File: src/design/bplcr_pkg.sv
// Shared types and constants for the box position / left-centre-right selector.
`default_nettype none
package bplcr_pkg;

	localparam int DIV_NUM_W = 33;
	localparam int DIV_DEN_W = 12;
	localparam int DIV_CNT_W = 6;

	typedef struct packed {
		logic                 start;
		logic [DIV_CNT_W-1:0] len;
		logic [DIV_NUM_W-1:0] num;	// left aligned: top len bits are the dividend
		logic [DIV_DEN_W-1:0] den;
	} div_req_t;

	typedef enum logic [1:0] {
		KIND_POS   = 2'd0,
		KIND_LEFT  = 2'd1,
		KIND_CTR   = 2'd2,
		KIND_RIGHT = 2'd3
	} kind_t;

	typedef enum logic [3:0] {
		ST_IDLE,
		ST_SDIV,
		ST_YDIV,
		ST_MUL,
		ST_XDIV,
		ST_POS,
		ST_LEFT,
		ST_CTR,
		ST_RIGHT
	} state_t;

	localparam logic [2:0] REG_CAM_W    = 3'd0;
	localparam logic [2:0] REG_CAM_H    = 3'd1;
	localparam logic [2:0] REG_LEFT_TH  = 3'd2;
	localparam logic [2:0] REG_RIGHT_TH = 3'd3;
	localparam logic [2:0] REG_CTR_TH   = 3'd4;

	localparam logic [DIV_CNT_W-1:0] LEN_S = 6'd12;
	localparam logic [DIV_CNT_W-1:0] LEN_Y = 6'd18;
	localparam logic [DIV_CNT_W-1:0] LEN_X = 6'd33;

	localparam logic signed [20:0] PICK_INIT_X = 21'sd1000;
	localparam logic [17:0]        PICK_INIT_Y = 18'd1000;
	localparam logic [17:0]        CTR_MISS_Y  = 18'd250;
	localparam logic signed [20:0] POS_X_MAX   = 21'sh0FFFFF;
	localparam logic signed [20:0] POS_X_MIN   = 21'sh100000;
	localparam logic [17:0]        POS_Y_MAX   = 18'd204750;

endpackage
`default_nettype wire

File: src/design/box_position_lcr_select_unit.sv
// Box ground position estimator with left / centre / right pick selection.
// A new item is accepted only in idle, once all results of the last item are loaded.
// The three divisions (12, 18 and 33 quotient bits) share one bit-serial divider.
// Reset: asynchronous; idles the sequencer, clears output valid and the thresholds,
// and presets the picks and the camera width and height registers.
`default_nettype none
module box_position_lcr_select_unit
	import bplcr_pkg::*;
(
	input  logic               clk,
	input  logic               arst_n,
	input  logic               cfg_we,
	input  logic [2:0]         cfg_index,
	input  logic [19:0]        cfg_data,
	input  logic               in_valid,
	output logic               in_ready,
	input  logic [11:0]        box_x,
	input  logic [11:0]        box_y,
	input  logic [11:0]        box_width,
	input  logic [11:0]        box_height,
	input  logic               frame_end,
	output logic               out_valid,
	input  logic               out_ready,
	output logic [1:0]         kind,
	output logic signed [20:0] pos_x,
	output logic [17:0]        pos_y,
	output logic               last
);

	function automatic logic [20:0] abs21(input logic signed [20:0] v);
		abs21 = v[20] ? (~v + 21'd1) : v;
	endfunction

	state_t state_q, state_d;

	logic [11:0] cam_w_q, cam_h_q;
	logic [19:0] lthr_q, rthr_q, cthr_q;

	logic        fend_q;
	logic [11:0] bh_q;
	logic        d_neg_q;
	logic [12:0] d_mag_q;
	logic [11:0] s_q;
	logic [17:0] y_q;
	logic signed [20:0] x_q;

	logic signed [20:0] lpx_q, rpx_q, cpx_q;
	logic [17:0]        lpy_q, rpy_q, cpy_q;

	logic               out_valid_q;
	kind_t              kind_q;
	logic signed [20:0] pos_x_q;
	logic [17:0]        pos_y_q;
	logic               last_q;

	div_req_t              div_req;
	logic                  div_done;
	logic [DIV_NUM_W-1:0]  div_quo;

	logic out_free;
	logic cap_s, cap_y, cap_x;
	logic out_load, upd_picks, clr_picks;

	// box centre offset, taken at accept
	logic [12:0]        cx;
	logic signed [13:0] dd;
	logic [12:0]        dmag;

	assign cx   = {1'b0, box_x} + {2'b0, box_width[11:1]};
	assign dd   = $signed({1'b0, cx}) - $signed({3'b0, cam_w_q[11:1]});
	assign dmag = dd[13] ? 13'(-dd) : dd[12:0];

	logic [17:0] ch50;
	logic [19:0] s200;
	logic [32:0] prod;

	assign ch50 = {1'b0, cam_h_q, 5'b0} + {2'b0, cam_h_q, 4'b0} + {5'b0, cam_h_q, 1'b0};
	assign s200 = {1'b0, s_q, 7'b0} + {2'b0, s_q, 6'b0} + {5'b0, s_q, 3'b0};
	assign prod = {20'b0, d_mag_q} * {13'b0, s200};

	bplcr_div u_div (
		.clk    (clk),
		.arst_n (arst_n),
		.req    (div_req),
		.done   (div_done),
		.quo    (div_quo)
	);

	assign out_free = !out_valid_q || out_ready;

	always_comb begin
		state_d = state_q;
		case (state_q)
			ST_IDLE:  if (in_valid) state_d = ST_SDIV;
			ST_SDIV:  if (div_done) state_d = ST_YDIV;
			ST_YDIV:  if (div_done) state_d = ST_MUL;
			ST_MUL:   state_d = ST_XDIV;
			ST_XDIV:  if (div_done) state_d = ST_POS;
			ST_POS:   if (out_free) state_d = fend_q ? ST_LEFT : ST_IDLE;
			ST_LEFT:  if (out_free) state_d = ST_CTR;
			ST_CTR:   if (out_free) state_d = ST_RIGHT;
			ST_RIGHT: if (out_free) state_d = ST_IDLE;
			default:  state_d = ST_IDLE;
		endcase
	end

	always_comb begin
		in_ready    = 1'b0;
		div_req     = '0;
		div_req.den = bh_q;
		cap_s       = 1'b0;
		cap_y       = 1'b0;
		cap_x       = 1'b0;
		out_load    = 1'b0;
		upd_picks   = 1'b0;
		clr_picks   = 1'b0;
		case (state_q)
			ST_IDLE: begin
				in_ready      = 1'b1;
				div_req.start = in_valid;
				div_req.len   = LEN_S;
				div_req.num   = {cam_h_q, 21'b0};
				div_req.den   = box_height;
			end
			ST_SDIV: begin
				cap_s         = div_done;
				div_req.start = div_done;
				div_req.len   = LEN_Y;
				div_req.num   = {ch50, 15'b0};
			end
			ST_YDIV: begin
				cap_y = div_done;
			end
			ST_MUL: begin
				div_req.start = 1'b1;
				div_req.len   = LEN_X;
				div_req.num   = prod;
				div_req.den   = cam_w_q;
			end
			ST_XDIV: begin
				div_req.den = cam_w_q;
				cap_x       = div_done;
			end
			ST_POS: begin
				out_load  = out_free;
				upd_picks = out_free;
			end
			ST_LEFT: begin
				out_load = out_free;
			end
			ST_CTR: begin
				out_load = out_free;
			end
			ST_RIGHT: begin
				out_load  = out_free;
				clr_picks = out_free;
			end
			default: begin
				in_ready = 1'b0;
			end
		endcase
	end

	always_ff @(posedge clk or negedge arst_n) begin
		if (!arst_n) begin
			state_q <= ST_IDLE;
		end else begin
			state_q <= state_d;
		end
	end

	always_ff @(posedge clk or negedge arst_n) begin
		if (!arst_n) begin
			cam_w_q <= 12'd640;
			cam_h_q <= 12'd480;
			lthr_q  <= '0;
			rthr_q  <= '0;
			cthr_q  <= '0;
		end else if (cfg_we) begin
			case (cfg_index)
				REG_CAM_W:    cam_w_q <= cfg_data[11:0];
				REG_CAM_H:    cam_h_q <= cfg_data[11:0];
				REG_LEFT_TH:  lthr_q  <= cfg_data;
				REG_RIGHT_TH: rthr_q  <= cfg_data;
				REG_CTR_TH:   cthr_q  <= cfg_data;
				default:      cam_w_q <= cam_w_q;
			endcase
		end
	end

	// x: signed quotient plus 5, saturated to 21 bits
	logic [34:0] q_ext;
	logic [34:0] xw;
	logic signed [20:0] x_sat;

	assign q_ext = {2'b0, div_quo};
	assign xw    = d_neg_q ? (35'd5 - q_ext) : (q_ext + 35'd5);

	always_comb begin
		if (cam_w_q == 12'd0)
			x_sat = 21'sd5;
		else if (!xw[34] && (|xw[33:20]))
			x_sat = POS_X_MAX;
		else if (xw[34] && !(&xw[33:20]))
			x_sat = POS_X_MIN;
		else
			x_sat = $signed(xw[20:0]);
	end

	always_ff @(posedge clk) begin
		if (in_valid && in_ready) begin
			fend_q  <= frame_end;
			bh_q    <= box_height;
			d_neg_q <= dd[13];
			d_mag_q <= dmag;
		end
		if (cap_s)
			s_q <= (bh_q == 12'd0) ? 12'd0 : div_quo[11:0];
		if (cap_y)
			y_q <= (bh_q == 12'd0) ? 18'd0 : div_quo[17:0];
		if (cap_x)
			x_q <= x_sat;
	end

	// pick update
	logic [21:0] lsum, rdiff;
	logic        is_left, is_right;
	logic [20:0] abs_x;
	logic        is_ctr;

	assign lsum     = {x_q[20], x_q} + {2'b0, lthr_q};
	assign rdiff    = {2'b0, rthr_q} - {x_q[20], x_q};
	assign is_left  = lsum[21];
	assign is_right = rdiff[21];
	assign abs_x    = abs21(x_q);
	assign is_ctr   = (abs_x < {1'b0, cthr_q}) && (abs_x < abs21(cpx_q));

	always_ff @(posedge clk or negedge arst_n) begin
		if (!arst_n) begin
			lpx_q <= PICK_INIT_X;
			lpy_q <= PICK_INIT_Y;
			rpx_q <= PICK_INIT_X;
			rpy_q <= PICK_INIT_Y;
			cpx_q <= PICK_INIT_X;
			cpy_q <= PICK_INIT_Y;
		end else if (clr_picks) begin
			lpx_q <= PICK_INIT_X;
			lpy_q <= PICK_INIT_Y;
			rpx_q <= PICK_INIT_X;
			rpy_q <= PICK_INIT_Y;
			cpx_q <= PICK_INIT_X;
			cpy_q <= PICK_INIT_Y;
		end else if (upd_picks) begin
			if (is_left) begin
				if (lpy_q > y_q) begin
					lpx_q <= x_q;
					lpy_q <= y_q;
				end
			end else if (is_right) begin
				if (rpy_q > y_q) begin
					rpx_q <= x_q;
					rpy_q <= y_q;
				end
			end
			if (is_ctr) begin
				cpx_q <= x_q;
				cpy_q <= y_q;
			end
		end
	end

	// output register
	always_ff @(posedge clk or negedge arst_n) begin
		if (!arst_n) begin
			out_valid_q <= 1'b0;
		end else if (out_load) begin
			out_valid_q <= 1'b1;
		end else if (out_ready) begin
			out_valid_q <= 1'b0;
		end
	end

	always_ff @(posedge clk) begin
		if (out_load) begin
			case (state_q)
				ST_POS: begin
					kind_q  <= KIND_POS;
					pos_x_q <= x_q;
					pos_y_q <= y_q;
					last_q  <= !fend_q;
				end
				ST_LEFT: begin
					kind_q  <= KIND_LEFT;
					pos_x_q <= lpx_q;
					pos_y_q <= lpy_q;
					last_q  <= 1'b0;
				end
				ST_CTR: begin
					kind_q <= KIND_CTR;
					last_q <= 1'b0;
					// no centre found this frame
					if (cpx_q == PICK_INIT_X) begin
						pos_x_q <= '0;
						pos_y_q <= CTR_MISS_Y;
					end else begin
						pos_x_q <= cpx_q;
						pos_y_q <= cpy_q;
					end
				end
				default: begin
					kind_q  <= KIND_RIGHT;
					pos_x_q <= rpx_q;
					pos_y_q <= rpy_q;
					last_q  <= 1'b1;
				end
			endcase
		end
	end

	assign out_valid = out_valid_q;
	assign kind      = kind_q;
	assign pos_x     = pos_x_q;
	assign pos_y     = pos_y_q;
	assign last      = last_q;

endmodule
`default_nettype wire

File: src/design/bplcr_div.sv
// Bit-serial restoring divider, one quotient bit per cycle.
`default_nettype none
module bplcr_div
	import bplcr_pkg::*;
(
	input  logic                 clk,
	input  logic                 arst_n,
	input  div_req_t             req,
	output logic                 done,
	output logic [DIV_NUM_W-1:0] quo
);

	logic [DIV_DEN_W-1:0] rem_q;
	logic [DIV_NUM_W-1:0] sh_q;
	logic [DIV_CNT_W-1:0] cnt_q;
	logic                 busy_q;
	logic                 done_q;
	logic [DIV_DEN_W:0]   trial;
	logic [DIV_DEN_W:0]   diff;
	logic                 ge;

	assign trial = {rem_q, sh_q[DIV_NUM_W-1]};
	assign ge    = trial >= {1'b0, req.den};
	assign diff  = trial - {1'b0, req.den};

	always_ff @(posedge clk or negedge arst_n) begin
		if (!arst_n) begin
			busy_q <= 1'b0;
			done_q <= 1'b0;
			cnt_q  <= '0;
		end else begin
			done_q <= busy_q && (cnt_q == 6'd1);
			if (req.start) begin
				busy_q <= 1'b1;
				cnt_q  <= req.len;
			end else if (busy_q) begin
				cnt_q <= cnt_q - 6'd1;
				if (cnt_q == 6'd1)
					busy_q <= 1'b0;
			end
		end
	end

	// divisor is held stable by the sequencer for the whole run
	always_ff @(posedge clk) begin
		if (req.start) begin
			rem_q <= '0;
			sh_q  <= req.num;
		end else if (busy_q) begin
			rem_q <= ge ? diff[DIV_DEN_W-1:0] : trial[DIV_DEN_W-1:0];
			sh_q  <= {sh_q[DIV_NUM_W-2:0], ge};
		end
	end

	assign done = done_q;
	assign quo  = sh_q;

endmodule
`default_nettype wire

File: config.mk
export PLATFORM = sky130hd
export DESIGN_NAME = box_position_lcr_select_unit
export DESIGN_NICKNAME = d
export VERILOG_FILES = /design/src/design/bplcr_pkg.sv /design/src/design/box_position_lcr_select_unit.sv /design/src/design/bplcr_div.sv
export SDC_FILE = /design/constraint.sdc
export NUM_CORES = 2
export LEC_CHECK = 0
export BUFFER_PORTS_ARGS = -buffer_cell sky130_fd_sc_hd__buf_2
export CAP_MARGIN = 20
export CORE_MARGIN = 4
export CORE_UTILIZATION = 45
export CTS_BUF_LIST = sky130_fd_sc_hd__clkbuf_16
export DETAILED_ROUTE_END_ITERATION = 10
export PLACE_DENSITY = 0.72
export SYNTH_ARGS = -nofsm -noshare
export SYNTH_HDL_FRONTEND = slang
export SYNTH_SLANG_ARGS = --single-unit
File: constraint.sdc
create_clock -name clk -period 8.44 [get_ports clk]
set_input_delay 0.844 -clock clk [delete_from_list [all_inputs] [get_ports clk]]
set_output_delay 0.844 -clock clk [all_outputs]
set_load 0.005 [all_outputs]
==> out/results.txt <==
For this design, the sink count on the clock tree is 379. The run gives 22,880 as the number of global-route vias before repair. Startpoint type of the worst setup path: a register. The clock slew at the register clock pins of the worst setup and hold paths is 70 ps. The most used flip-flop cell after synthesis is dfrtp_1. After filler insertion, the fill cell instance count of the layout stands at 6,079. The worst hold path belongs to the class in -> async. After synthesis, the cell types taking the most area are edfxtp_1, dfrtp_1, fa_1. The tools report the remaining design rule violation count as 0.

The setup path with the least slack is of type reg -> reg. Each instance of the synthesized netlist takes up on average 9.703 sq um. The first global-routing pass estimated 125,300 um of wire. The logs give 3,162 for the synthesized instance count and 3,746 for the net total in the final layout. The maximum resistive drop on vdd came out at 0.7173 mV.

TritonCTS built the clock tree. For the placeable core region, the log shows 67,400 sq um. On the final layout, the worst clock skew is 22.72 ps. Top cell type by total area after synthesis: edfxtp_1. The die span in y is 269.1 um, and the number of max-capacitance violations reported is 0. The number of placed I/O pins came out at 121. Derived from the worst setup path, the maximum achievable clock frequency is 123.7 MHz. At the pin with the least slew margin, the transition time is 1085 ps. Across all register-to-register paths, the minimum setup slack is 360 ps. Detailed routing inserted a total of 23,480 vias. The pre-antenna-repair detailed-routing pass consisted of 6 iterations. The repair_antennas step left the layout with diodes totalling 0.

The max-slew violation count is 0. Setup violations remaining at the end of the flow were counted as 0. The number of antenna violations at the first check in global routing came out at 0.

At the end of routability-driven placement, the weighted congestion stood at 0.9120. The die covers 72,420 sq um. The tools report the sequential cell area as 10,240 sq um. The H-tree was split into 2 levels. The starting density of the core is 0.4552. The hold buffer count at CTS is 0, and the number of antenna-violating nets in the routed design is 0. The cell count of the worst reg-to-reg path came out at 32. For this block, the routed nets add up to 77,680 um of wire.

The fraction of post-synthesis cell area in the top cell type by area is 0.1497, and the number of flops mapped to enable cells by yosys is 153. The data arrival at the endpoint of the critical path came out at 8370 ps. The port buffer count is 107, and the ratio of cells with drive above 1 in the final layout is 0.1231. Summed over all cells, the static leakage comes to 15.90 nW. The run finished with clean final reports. Summing all multi-input logic gate instances after layout gives 18,690 sq um.

In the layout the commonest cells are inv_1, nand2_1, ha_1. The flip-flop and latch count after synthesis was 379. The setup TNS after final layout was 0 ps. The tools report the sum of internal, switching and leakage power as 0.01555 W. Setup repair after global routing left no endpoint under its margin. In the final routed layout, each cell accounts on average for 18.84 um. Along the worst path, the maximum fanout reaches 5. Dividing total power by cell area gives a power density of 461.7 nW/um^2. The run gives 0.2745 as the max-slew headroom at the worst pin. Dividing the detail-routed via count by the number of cells gives 5.695.

For the worst setup path, the data required time is 8730 ps. Summing every instance area after synthesis gives 30,680 sq um. The share of synthesized flip-flops with an asynchronous set or reset came out at 0.5646. The number of distinct library cell variants in the gate-level netlist after synthesis was 87. The area growth from synthesis to layout came out at 9.750%. CTS placed an instance of clkbuf_16 at the clock tree root. The longest clock path from root to sink contains 3 buffers. The final critical delay including setup and external delays works out to 8082 ps. The endpoint class of the critical path is a register.

In this design, the stage delay of the slowest critical-path cell is 570 ps. The most frequent standard cell in the layout excluding fill and tap cells was inv_1. The DRC marker count from the first detailed-route iteration is 2,088, and the pin count of the biggest net entering global routing is 88. The run gives 3,690 as the synthesized net count.

The tools report the global-route usage over all layers as 0.2107. The source-to-sink clock delay at the later pin of the worst-skew pair was 570 ps; the number of hold violations in the final report was 0. The logs give 57,780 um for the half-perimeter wire length after placement and 95 for the floorplan row count. The die is 269.1 um wide. Total grt overflow: 0. The count of yosys warnings during synthesis came out at 0.

Final critical-path share of the clock period: 0.9575. Counting the buffers created by CTS gives 40. The largest individual stage delay along the critical path comes from the cell fa_1. The portion of the post-synthesis area used by sequential elements came out at 0.3338.
-- cells by family (layout without fill, tap and decap cells) --
kind of cell | count (synthesis) | after routing | share of synthesized area
AO/OA/AOI/OAI | 622 | 622 | 0.1355
AND/OR/NAND/NOR | 915 | 915 | 0.1449
multiplexers | 159 | 159 | 0.05456
flip-flops | 379 | 379 | 0.3338
buffers and inverters | 510 | 598 | 0.06362
XOR/XNOR | 126 | 126 | 0.03597
adder cells (fa/ha/maj) | 451 | 451 | 0.2316
-- synth_stat cells, drive strengths merged, types with 42 or more instances --
cell,number
nand4,42
xnor2,73
dfrtp,172
a21oi,152
fa,195
a21o,65
o211ai,47
edfxtp,153
and2,123
clkbuf,147
mux2,66
ha,256
o21ai,119
xor2,53
nor2,232
mux2i,93
dfstp,42
nand2,288
inv,347
-- per-layer routing --
metal | track usage | wire length (um) | vias up
met5 | 0 | 0 | -
met4 | 0.06312 | 2399 | 0
met3 | 0.02952 | 4907 | 144
met2 | 0.3448 | 36160 | 756
met1 | 0.2931 | 34210 | 11530
li1 | - | - | 11050
-- final timing paths --
check	from	to
min reg2reg	rthr_q[0]	rthr_q[0]
max reg2reg	s_q[1]	u_div.quo[27]
max	s_q[1]	u_div.quo[27]
max in group asynchronous	arst_n	rpy_q[11]
min in group clk	box_height[8]	bh_q[8]
min	arst_n	cthr_q[15]
-- where the power goes --
part	internal [W]	switching (W)	leakage, nW
sequential	0.00270	0.000651	4.19
combinational	0.00470	0.00580	11.1
clock	0.000926	0.000769	0.658
total	0.00832	0.00722	15.9
-- layout make-up --
type                       instances  share of cell area
multi-input combinational       2273              0.5550
inverter                         347             0.03868
timing repair buffer             177             0.03244
clock inverter                    33            0.006800
sequential                       379              0.3042
clock buffer                      41             0.03047
tap                              873             0.03244
-- flip-flops by register name, summed over array words and instances, names as in the netlist, 13 cells and up --
name	cells
y_q	18
cpy_q	18
pos_y	18
pos_x	21
x_q	21
cpx_q	21
d_mag_q	13
lthr_q	20
lpy_q	18
rthr_q	20
cthr_q	20
u_div.quo	33
rpy_q	18
lpx_q	21
rpx_q	21
-- what timing repair did --
| item | 4_1_cts | 5_1_grt |
|---|---|---|
| buffers inserted | 0 | 8 |
| pin swaps | 0 | 19 |
| setup endpoints to repair | 1 | 10 |
| gates resized for setup | 2 | 31 |
-- critical path: cells and delay by family, from the launching register on --
| kind | cells | cell delay (ps) |
|---|---|---|
| and+or+nand+nor | 3 | 430 |
| DFF | 1 | 440 |
| AOI/OAI and AO/OA | 12 | 2230 |
| xor gates and xnor gates | 1 | 170 |
| buffers and inverters | 7 | 560 |
| adders and majority gates | 9 | 3940 |
-- metrics by stage --
step             util  cells  hold WS (ps)  cell area [sq um]  setup slack, ps
2_1_floorplan       -   3162         447.7              30680            319.7
5_1_grt        0.4996   4123         321.3              33670            2.883
3_5_place_dp   0.4782   4039         484.0              32230            13.07
4_1_cts        0.4969   4113         284.7              33490            8.822
6_report       0.4996   4123         276.3              33670            358.4
3_3_place_gp   0.4781   4038         460.1              32220            116.7
(Power assumes the default switching activity.)
